[src/sv/ptft_pkg.sv]
// shared constants for the pan/tilt face tracker: widths, register indexes,
// reset values and angle limits in Q8.8 degrees
// no dependencies
`default_nettype none

package ptft_pkg;

    // configuration port
    localparam int CFG_DATA_W = 16;
    localparam int CFG_IDX_W  = 3;

    localparam logic [CFG_IDX_W-1:0] REG_CENTER_X  = 3'd0;
    localparam logic [CFG_IDX_W-1:0] REG_CENTER_Y  = 3'd1;
    localparam logic [CFG_IDX_W-1:0] REG_DEAD_ZONE = 3'd2;
    localparam logic [CFG_IDX_W-1:0] REG_PAN_GAIN  = 3'd3;
    localparam logic [CFG_IDX_W-1:0] REG_TILT_GAIN = 3'd4;
    localparam logic [CFG_IDX_W-1:0] REG_MAX_STEP  = 3'd5;

    // field widths fixed by the interface
    localparam int ANGLE_W  = 16;
    localparam int GAIN_W   = 16;
    localparam int DZ_W     = 10;
    localparam int STEP_W   = 16;
    localparam int LOSTO_W  = 16;

    // parameter defaults
    localparam int COORD_BITS_DEF = 10;
    localparam int LOST_BITS_DEF  = 16;

    // angles in Q8.8 degrees
    localparam logic [ANGLE_W-1:0] ANGLE_HOME = 16'd23040;
    localparam logic [ANGLE_W-1:0] ANGLE_MAX  = 16'd46080;

    // register reset values
    localparam int                 CENTER_X_RST  = 160;
    localparam int                 CENTER_Y_RST  = 120;
    localparam logic [DZ_W-1:0]    DEAD_ZONE_RST = 10'd10;
    localparam logic [GAIN_W-1:0]  GAIN_RST      = 16'd205;
    localparam logic [STEP_W-1:0]  MAX_STEP_RST  = 16'd1280;

endpackage

`default_nettype wire

[src/sv/pan_tilt_face_tracker.sv]
// pan/tilt face tracker: a request passes the input register, then the result
// register; one request per cycle sustained,
// limited only by the output stall, since the next angles need just the
// single multiply-and-clamp pass per axis between the two registers
// synchronous active-low reset: angles home to 90 degrees, lost count and
// tracking cleared, configuration registers back to their defaults
`default_nettype none

module pan_tilt_face_tracker #(
    parameter int COORD_BITS = ptft_pkg::COORD_BITS_DEF,
    parameter int LOST_BITS  = ptft_pkg::LOST_BITS_DEF
) (
    input  wire logic                            i_clk,
    input  wire logic                            i_rst_n,
    // configuration
    input  wire logic                            i_cfg_we,
    input  wire logic [ptft_pkg::CFG_IDX_W-1:0]  i_cfg_idx,
    input  wire logic [ptft_pkg::CFG_DATA_W-1:0] i_cfg_data,
    // frame requests
    input  wire logic                            i_valid,
    output      logic                            o_stall,
    input  wire logic                            i_face_present,
    input  wire logic [COORD_BITS-1:0]           i_box_left,
    input  wire logic [COORD_BITS-1:0]           i_box_top,
    input  wire logic [COORD_BITS-1:0]           i_box_width,
    input  wire logic [COORD_BITS-1:0]           i_box_height,
    // results
    output      logic                            o_valid,
    input  wire logic                            i_stall,
    output      logic [ptft_pkg::ANGLE_W-1:0]    o_pan_angle,
    output      logic [ptft_pkg::ANGLE_W-1:0]    o_tilt_angle,
    output      logic                            o_moved,
    output      logic                            o_tracking_active,
    output      logic [ptft_pkg::LOSTO_W-1:0]    o_frames_lost
);
    import ptft_pkg::*;

    localparam int ERR_W  = COORD_BITS + 2;
    localparam int PROD_W = ERR_W + GAIN_W + 1;
    localparam int CMP_W  = (ERR_W > DZ_W) ? ERR_W : DZ_W;
    localparam logic [LOST_BITS-1:0] LOST_FULL = '1;

    // configuration registers
    logic [COORD_BITS-1:0] r_center_x, r_center_y;
    logic [DZ_W-1:0]       r_dead_zone;
    logic [GAIN_W-1:0]     r_pan_gain, r_tilt_gain;
    logic [STEP_W-1:0]     r_max_step;

    // input register
    logic                  r_in_valid;
    logic                  r_face;
    logic [COORD_BITS-1:0] r_left, r_top, r_width, r_height;

    // tracker state
    logic [ANGLE_W-1:0]    r_pan, r_tilt, n_pan, n_tilt;
    logic [LOST_BITS-1:0]  r_lost, n_lost;
    logic                  r_tracking, n_tracking;

    // result register
    logic                  r_out_valid;
    logic [ANGLE_W-1:0]    r_out_pan, r_out_tilt;
    logic                  r_out_moved, r_out_tracking;
    logic [LOST_BITS-1:0]  r_out_lost;

    logic                  in_take, advance, n_moved;
    logic signed [ERR_W-1:0] err_x, err_y;
    logic [ERR_W-1:0]      abs_x, abs_y;
    logic                  still;

    // one proportional step on one axis, clamped per frame and to 0..180 degrees
    function automatic logic [ANGLE_W-1:0] f_move(
        input logic [ANGLE_W-1:0]  angle,
        input logic signed [ERR_W-1:0] err,
        input logic [GAIN_W-1:0]   gain,
        input logic [STEP_W-1:0]   max_step
    );
        logic signed [PROD_W-1:0] prod, step, lim, sum;
        prod = $signed(PROD_W'(err)) * $signed(PROD_W'({1'b0, gain}));
        // floor of the negated product over 16
        step = (-prod) >>> 4;
        lim  = $signed(PROD_W'({1'b0, max_step}));
        if (step > lim) begin
            step = lim;
        end
        if (step < -lim) begin
            step = -lim;
        end
        sum = $signed(PROD_W'({1'b0, angle})) + step;
        if (sum < 0) begin
            sum = '0;
        end
        if (sum > $signed(PROD_W'({1'b0, ANGLE_MAX}))) begin
            sum = $signed(PROD_W'({1'b0, ANGLE_MAX}));
        end
        return ANGLE_W'(sum);
    endfunction

    assign advance = r_in_valid && (!r_out_valid || !i_stall);
    assign o_stall = r_in_valid && !advance;
    assign in_take = i_valid && !o_stall;

    // box centre error against the image centre
    always_comb begin
        err_x = $signed(ERR_W'(r_left)) + $signed(ERR_W'(r_width >> 1))
                - $signed(ERR_W'(r_center_x));
        err_y = $signed(ERR_W'(r_top)) + $signed(ERR_W'(r_height >> 1))
                - $signed(ERR_W'(r_center_y));
        abs_x = err_x[ERR_W-1] ? ERR_W'(-err_x) : ERR_W'(err_x);
        abs_y = err_y[ERR_W-1] ? ERR_W'(-err_y) : ERR_W'(err_y);
        still = (CMP_W'(abs_x) < CMP_W'(r_dead_zone))
                && (CMP_W'(abs_y) < CMP_W'(r_dead_zone));
    end

    always_comb begin
        n_pan      = r_pan;
        n_tilt     = r_tilt;
        n_lost     = r_lost;
        n_tracking = r_tracking;
        n_moved    = 1'b0;
        if (!r_face) begin
            if (r_lost != LOST_FULL) begin
                n_lost = r_lost + LOST_BITS'(1);
            end
            n_tracking = 1'b0;
        end else begin
            n_lost     = '0;
            n_tracking = 1'b1;
            if (!still) begin
                n_pan   = f_move(r_pan, err_x, r_pan_gain, r_max_step);
                n_tilt  = f_move(r_tilt, err_y, r_tilt_gain, r_max_step);
                n_moved = 1'b1;
            end
        end
    end

    always_ff @(posedge i_clk) begin
        if (!i_rst_n) begin
            r_center_x  <= COORD_BITS'(CENTER_X_RST);
            r_center_y  <= COORD_BITS'(CENTER_Y_RST);
            r_dead_zone <= DEAD_ZONE_RST;
            r_pan_gain  <= GAIN_RST;
            r_tilt_gain <= GAIN_RST;
            r_max_step  <= MAX_STEP_RST;
        end else if (i_cfg_we) begin
            case (i_cfg_idx)
                REG_CENTER_X:  r_center_x  <= i_cfg_data[COORD_BITS-1:0];
                REG_CENTER_Y:  r_center_y  <= i_cfg_data[COORD_BITS-1:0];
                REG_DEAD_ZONE: r_dead_zone <= i_cfg_data[DZ_W-1:0];
                REG_PAN_GAIN:  r_pan_gain  <= i_cfg_data[GAIN_W-1:0];
                REG_TILT_GAIN: r_tilt_gain <= i_cfg_data[GAIN_W-1:0];
                REG_MAX_STEP:  r_max_step  <= i_cfg_data[STEP_W-1:0];
                default: ;
            endcase
        end
    end

    always_ff @(posedge i_clk) begin
        if (!i_rst_n) begin
            r_in_valid  <= 1'b0;
            r_out_valid <= 1'b0;
            r_pan       <= ANGLE_HOME;
            r_tilt      <= ANGLE_HOME;
            r_lost      <= '0;
            r_tracking  <= 1'b0;
        end else begin
            if (in_take) begin
                r_in_valid <= 1'b1;
            end else if (advance) begin
                r_in_valid <= 1'b0;
            end
            if (advance) begin
                r_out_valid <= 1'b1;
                r_pan       <= n_pan;
                r_tilt      <= n_tilt;
                r_lost      <= n_lost;
                r_tracking  <= n_tracking;
            end else if (!i_stall) begin
                r_out_valid <= 1'b0;
            end
        end
    end

    // payload registers
    always_ff @(posedge i_clk) begin
        if (in_take) begin
            r_face   <= i_face_present;
            r_left   <= i_box_left;
            r_top    <= i_box_top;
            r_width  <= i_box_width;
            r_height <= i_box_height;
        end
        if (advance) begin
            r_out_pan      <= n_pan;
            r_out_tilt     <= n_tilt;
            r_out_moved    <= n_moved;
            r_out_tracking <= n_tracking;
            r_out_lost     <= n_lost;
        end
    end

    assign o_valid           = r_out_valid;
    assign o_pan_angle       = r_out_pan;
    assign o_tilt_angle      = r_out_tilt;
    assign o_moved           = r_out_moved;
    assign o_tracking_active = r_out_tracking;
    assign o_frames_lost     = LOSTO_W'(r_out_lost);

    a_moved_tracks: assert property (@(posedge i_clk) disable iff (!i_rst_n)
        r_out_valid && r_out_moved |-> r_out_tracking)
        else $error("move reported without tracking");

    a_track_clears_lost: assert property (@(posedge i_clk) disable iff (!i_rst_n)
        r_out_valid && r_out_tracking |-> r_out_lost == '0)
        else $error("lost count not cleared while tracking");

    a_angle_range: assert property (@(posedge i_clk) disable iff (!i_rst_n)
        r_pan <= ANGLE_MAX && r_tilt <= ANGLE_MAX)
        else $error("angle beyond 180 degrees");

    a_still_holds: assert property (@(posedge i_clk) disable iff (!i_rst_n)
        advance && !n_moved |=> r_pan == $past(r_pan) && r_tilt == $past(r_tilt))
        else $error("angles changed without a move");

endmodule

`default_nettype wire

[config.mk]
export PLATFORM = sky130hd
export DESIGN_NAME = pan_tilt_face_tracker
export DESIGN_NICKNAME = d
export VERILOG_FILES = /design/src/sv/ptft_pkg.sv /design/src/sv/pan_tilt_face_tracker.sv
export SDC_FILE = /design/constraint.sdc
export NUM_CORES = 2
export LEC_CHECK = 0
export BUFFER_PORTS_ARGS = -buffer_cell sky130_fd_sc_hd__clkbuf_2
export CORE_ASPECT_RATIO = 0.75
export CORE_MARGIN = 2
export CORE_UTILIZATION = 28
export DETAILED_ROUTE_END_ITERATION = 10
export PLACE_DENSITY = 0.49
export SYNTH_ARGS = -nofsm -noshare
export SYNTH_HDL_FRONTEND = slang
export SYNTH_SLANG_ARGS = --single-unit
[constraint.sdc]
create_clock -name i_clk -period 27.6 [get_ports i_clk]
set_input_delay 5.52 -clock i_clk [delete_from_list [all_inputs] [get_ports i_clk]]
set_output_delay 5.52 -clock i_clk [all_outputs]
set_load 0.02 [all_outputs]
==> impl_metrics.tcl <==
set metrics [dict create \
    run_status "finished clean" \
    die-area_mm2 0.110 \
    wire_length_per_cell_um 17.4 \
    finalWirelength_um 87400 \
    synthFlopType "sky130_fd_sc_hd__dfxtp_1" \
    cts_buffers 27 \
    floorplan.initialDensity_pct 28.4 \
    fin_crit_ps 20040 \
    avgSynthCellArea_um2 8.48 \
    antenna_found_initial 2 \
    worst_path_largest_cell_delay_ps 860 \
    synth_nets 4297 \
    placementRows 103 \
    cts_hold_repair.buffers 0 \
    report.final.setup_viol 0 \
    post_cts_repair_setup_buffers 0 \
    endpoint_kind "flip-flop" \
    arrival_time_of_data_at_the_critical_path_endpoint_ps 20360 \
    first_pass_iters 6 \
    global_route.usage.total_pct 15.8 \
    cts_root_buffer "sky130_fd_sc_hd__clkbuf_16" \
    mostFrequentLayoutCell "sky130_fd_sc_hd__nand2_1" \
    fp.dieH_um 287 \
    timing.final.max_slew_violations 0 \
    grt_start_max_net_pins 66 \
    timing.setup.tns_ps 0 \
    grt_pass1_vias 23500 \
    max_slew_margin_pct 25.3 \
    clkLatencyLatePin_ps 570 \
    tritoncts_clock_tree "yes" \
    synthCells 3539 \
    avgViaCountPerCell 4.85 \
    drt_iter0_drc 1588 \
    global_route_wire_length_before_repair_um 138000 \
    pin_count 117 \
    detail-route-antenna-nets 0 \
    grt_setup_unrepaired "false" \
    maximum_fanout_along_the_worst_path 28 \
    synth-seq-cells 217 \
    asyncSetResetFlopFracSynth_pct 0 \
    timing.critical_path.from_type "flip-flop" \
    fraction_of_layout_instances_using_a_drive_strength_above_1_pct 8.01 \
    ys_seq_area_share_pct 17.5 \
    fin_nets 4332 \
    cts.path.max_buffers 3 \
    worst_hold_path_type "flip-flop to flip-flop" \
    cts-resized-gates 0 \
    cp_data_required_time_ps 27910 \
    clock_tree.htree_level_count 1 \
    area_growth_syn_to_layout_pct 10.0 \
    i_o_buffers 114 \
    final_hold_viol_count 0 \
    library_cell_contributing_the_largest_single_delay_on_the_critical_path "sky130_fd_sc_hd__a2111oi_0" \
    globalplace.congestion 0.898 \
    dp_hpwl_um 70000 \
    global_route.overflow_total 0 \
    maxCapViolCount 0 \
    worst_path_most_repeated_cell "sky130_fd_sc_hd__o21ai_0" \
    core_footprint_mm2 0.106 \
    number_of_enable_flip_flop_cells_after_synthesis 89 \
    synth_warnings 0 \
    netlist-cell-type-count 102 \
    die_w_um 382 \
    max_clock_freq_mhz 49.9 \
    fin_skew_ps 13.2 \
    clock_sinks 217 \
    final.period_utilization_pct 72.6 \
    drc 0 \
    num_vias 24300 \
    synth_area_mm2 0.0300 \
    worstSetupPathType "flip-flop to flip-flop" \
    clk_pin_slew_worst_paths_ps 60 \
    timing_worst_slew_pin_value_ps 1120 \
    layout_common_cells "sky130_fd_sc_hd__nand2_1, sky130_fd_sc_hd__inv_1, sky130_fd_sc_hd__ha_1, sky130_fd_sc_hd__fa_1, sky130_fd_sc_hd__a21oi_1" \
]
==> worst max-delay path, delay by kind of cell, from the launching register on <==
kind | cells | cell delay [ps]
compound gates | 33 | 10250
xor+xnor | 1 | 200
fa+ha+maj | 12 | 4780
buf+inv | 2 | 130
flops | 1 | 350
mux | 2 | 710
simple gates | 14 | 3320
==> registers in the layout, indices dropped and copies added (netlist names), 9 cells and up <==
| signal | cells |
|---|---|
| o_frames_lost | 16 |
| o_pan_angle | 16 |
| o_tilt_angle | 16 |
| r_center_x | 10 |
| r_center_y | 10 |
| r_dead_zone | 10 |
| r_height | 9 |
| r_left | 10 |
| r_lost | 16 |
| r_max_step | 16 |
| r_pan | 16 |
| r_pan_gain | 16 |
| r_tilt | 16 |
| r_tilt_gain | 16 |
| r_top | 10 |
| r_width | 9 |
==> worst paths after layout <==
path                                     from                           to  slack [ps]  cells past startpoint
setup / recovery          r_left[1]$_DFFE_PP_    o_pan_angle[10]$_DFFE_PP_        7560                     64
hold / removal    r_dead_zone[2]$_SDFFE_PN0P_  r_dead_zone[2]$_SDFFE_PN0P_         460                      2
hold reg to reg   r_dead_zone[2]$_SDFFE_PN0P_  r_dead_zone[2]$_SDFFE_PN0P_         460                      2
setup reg to reg          r_left[1]$_DFFE_PP_    o_pan_angle[10]$_DFFE_PP_        7560                     64
==> layout make-up <==
| cell class | count | area (um2) |
|---|---|---|
| fillers | 11400 | 72700 |
| multi-input cells | 2685 | 22400 |
| flip-flops and latches | 217 | 5240 |
| inverters | 489 | 1840 |
| well taps | 1417 | 1770 |
| repair buffers | 154 | 871 |
| clock buffers | 32 | 704 |
| clock inverters | 17 | 185 |
| diodes | 3 | 7.51 |
==> through the flow <==
step           instance area, um2  util [%]  instances  hold slack [ps]  worst slack (ps)
3_3_place_gp                32100      30.4       4962              444              7850
5_1_grt                     33000      31.2       5011              468              6120
6_report                    33000      31.2       5014              457              7560
4_1_cts                     33000      31.2       5011              455              7690
2_1_floorplan               30000         -       3539              424             11130
3_5_place_dp                32100      30.4       4962              446              7750
==> per-layer routing <==
| metal | GRT usage [%] | routed length, um | vias up |
|---|---|---|---|
| li1 | - | - | 11900 |
| met3 | 1.87 | 3870 | 76 |
| met2 | 23.8 | 37100 | 469 |
| met4 | 2.89 | 1440 | 0 |
| met1 | 24.2 | 45000 | 11900 |
| met5 | 0 | 0 | - |
==> cells in the mapped netlist (16+ instances only) <==
cell                       instances  share of area (%)
sky130_fd_sc_hd__nand2b_1         30               0.63
sky130_fd_sc_hd__a21o_1           79                2.0
sky130_fd_sc_hd__o21ai_0         107                1.8
sky130_fd_sc_hd__o21a_1           30               0.75
sky130_fd_sc_hd__clkbuf_1        121                1.5
sky130_fd_sc_hd__ha_1            397                 17
sky130_fd_sc_hd__fa_1            296                 20
sky130_fd_sc_hd__dfxtp_1         128                8.5
sky130_fd_sc_hd__a31oi_1          24               0.50
sky130_fd_sc_hd__xor2_1           47                1.4
sky130_fd_sc_hd__nand3_1          52               0.87
sky130_fd_sc_hd__or2_2            16               0.33
sky130_fd_sc_hd__nor3_1           47               0.78
sky130_fd_sc_hd__mux2_2           26               0.98
sky130_fd_sc_hd__nor2b_1          31               0.65
sky130_fd_sc_hd__xnor2_1          85                2.5
sky130_fd_sc_hd__edfxtp_1         89                8.9
sky130_fd_sc_hd__nand4_1          40               0.83
sky130_fd_sc_hd__o21ai_1          21               0.35
sky130_fd_sc_hd__and3_1           17               0.35
sky130_fd_sc_hd__a21oi_1         205                3.4
sky130_fd_sc_hd__nand2_1         524                6.6
sky130_fd_sc_hd__nor2_1          171                2.1
sky130_fd_sc_hd__and2_1          188                3.9
sky130_fd_sc_hd__o41ai_1          25               0.73
sky130_fd_sc_hd__inv_1           485                6.1
==> kinds of logic after synthesis <==
family	after synthesis	share of synthesized area, %
xor gates and xnor gates	132	3.85
muxes	35	1.30
buffers and inverters	637	8.11
DFF	217	17.5
adders and majority gates	693	36.3
and+or+nand+nor	1185	18.8
AOI/OAI and AO/OA	640	14.2
Power is left out: the tool's default activity adds up to more than one toggle a clock period on the data nets, which glitch-free logic cannot reach.
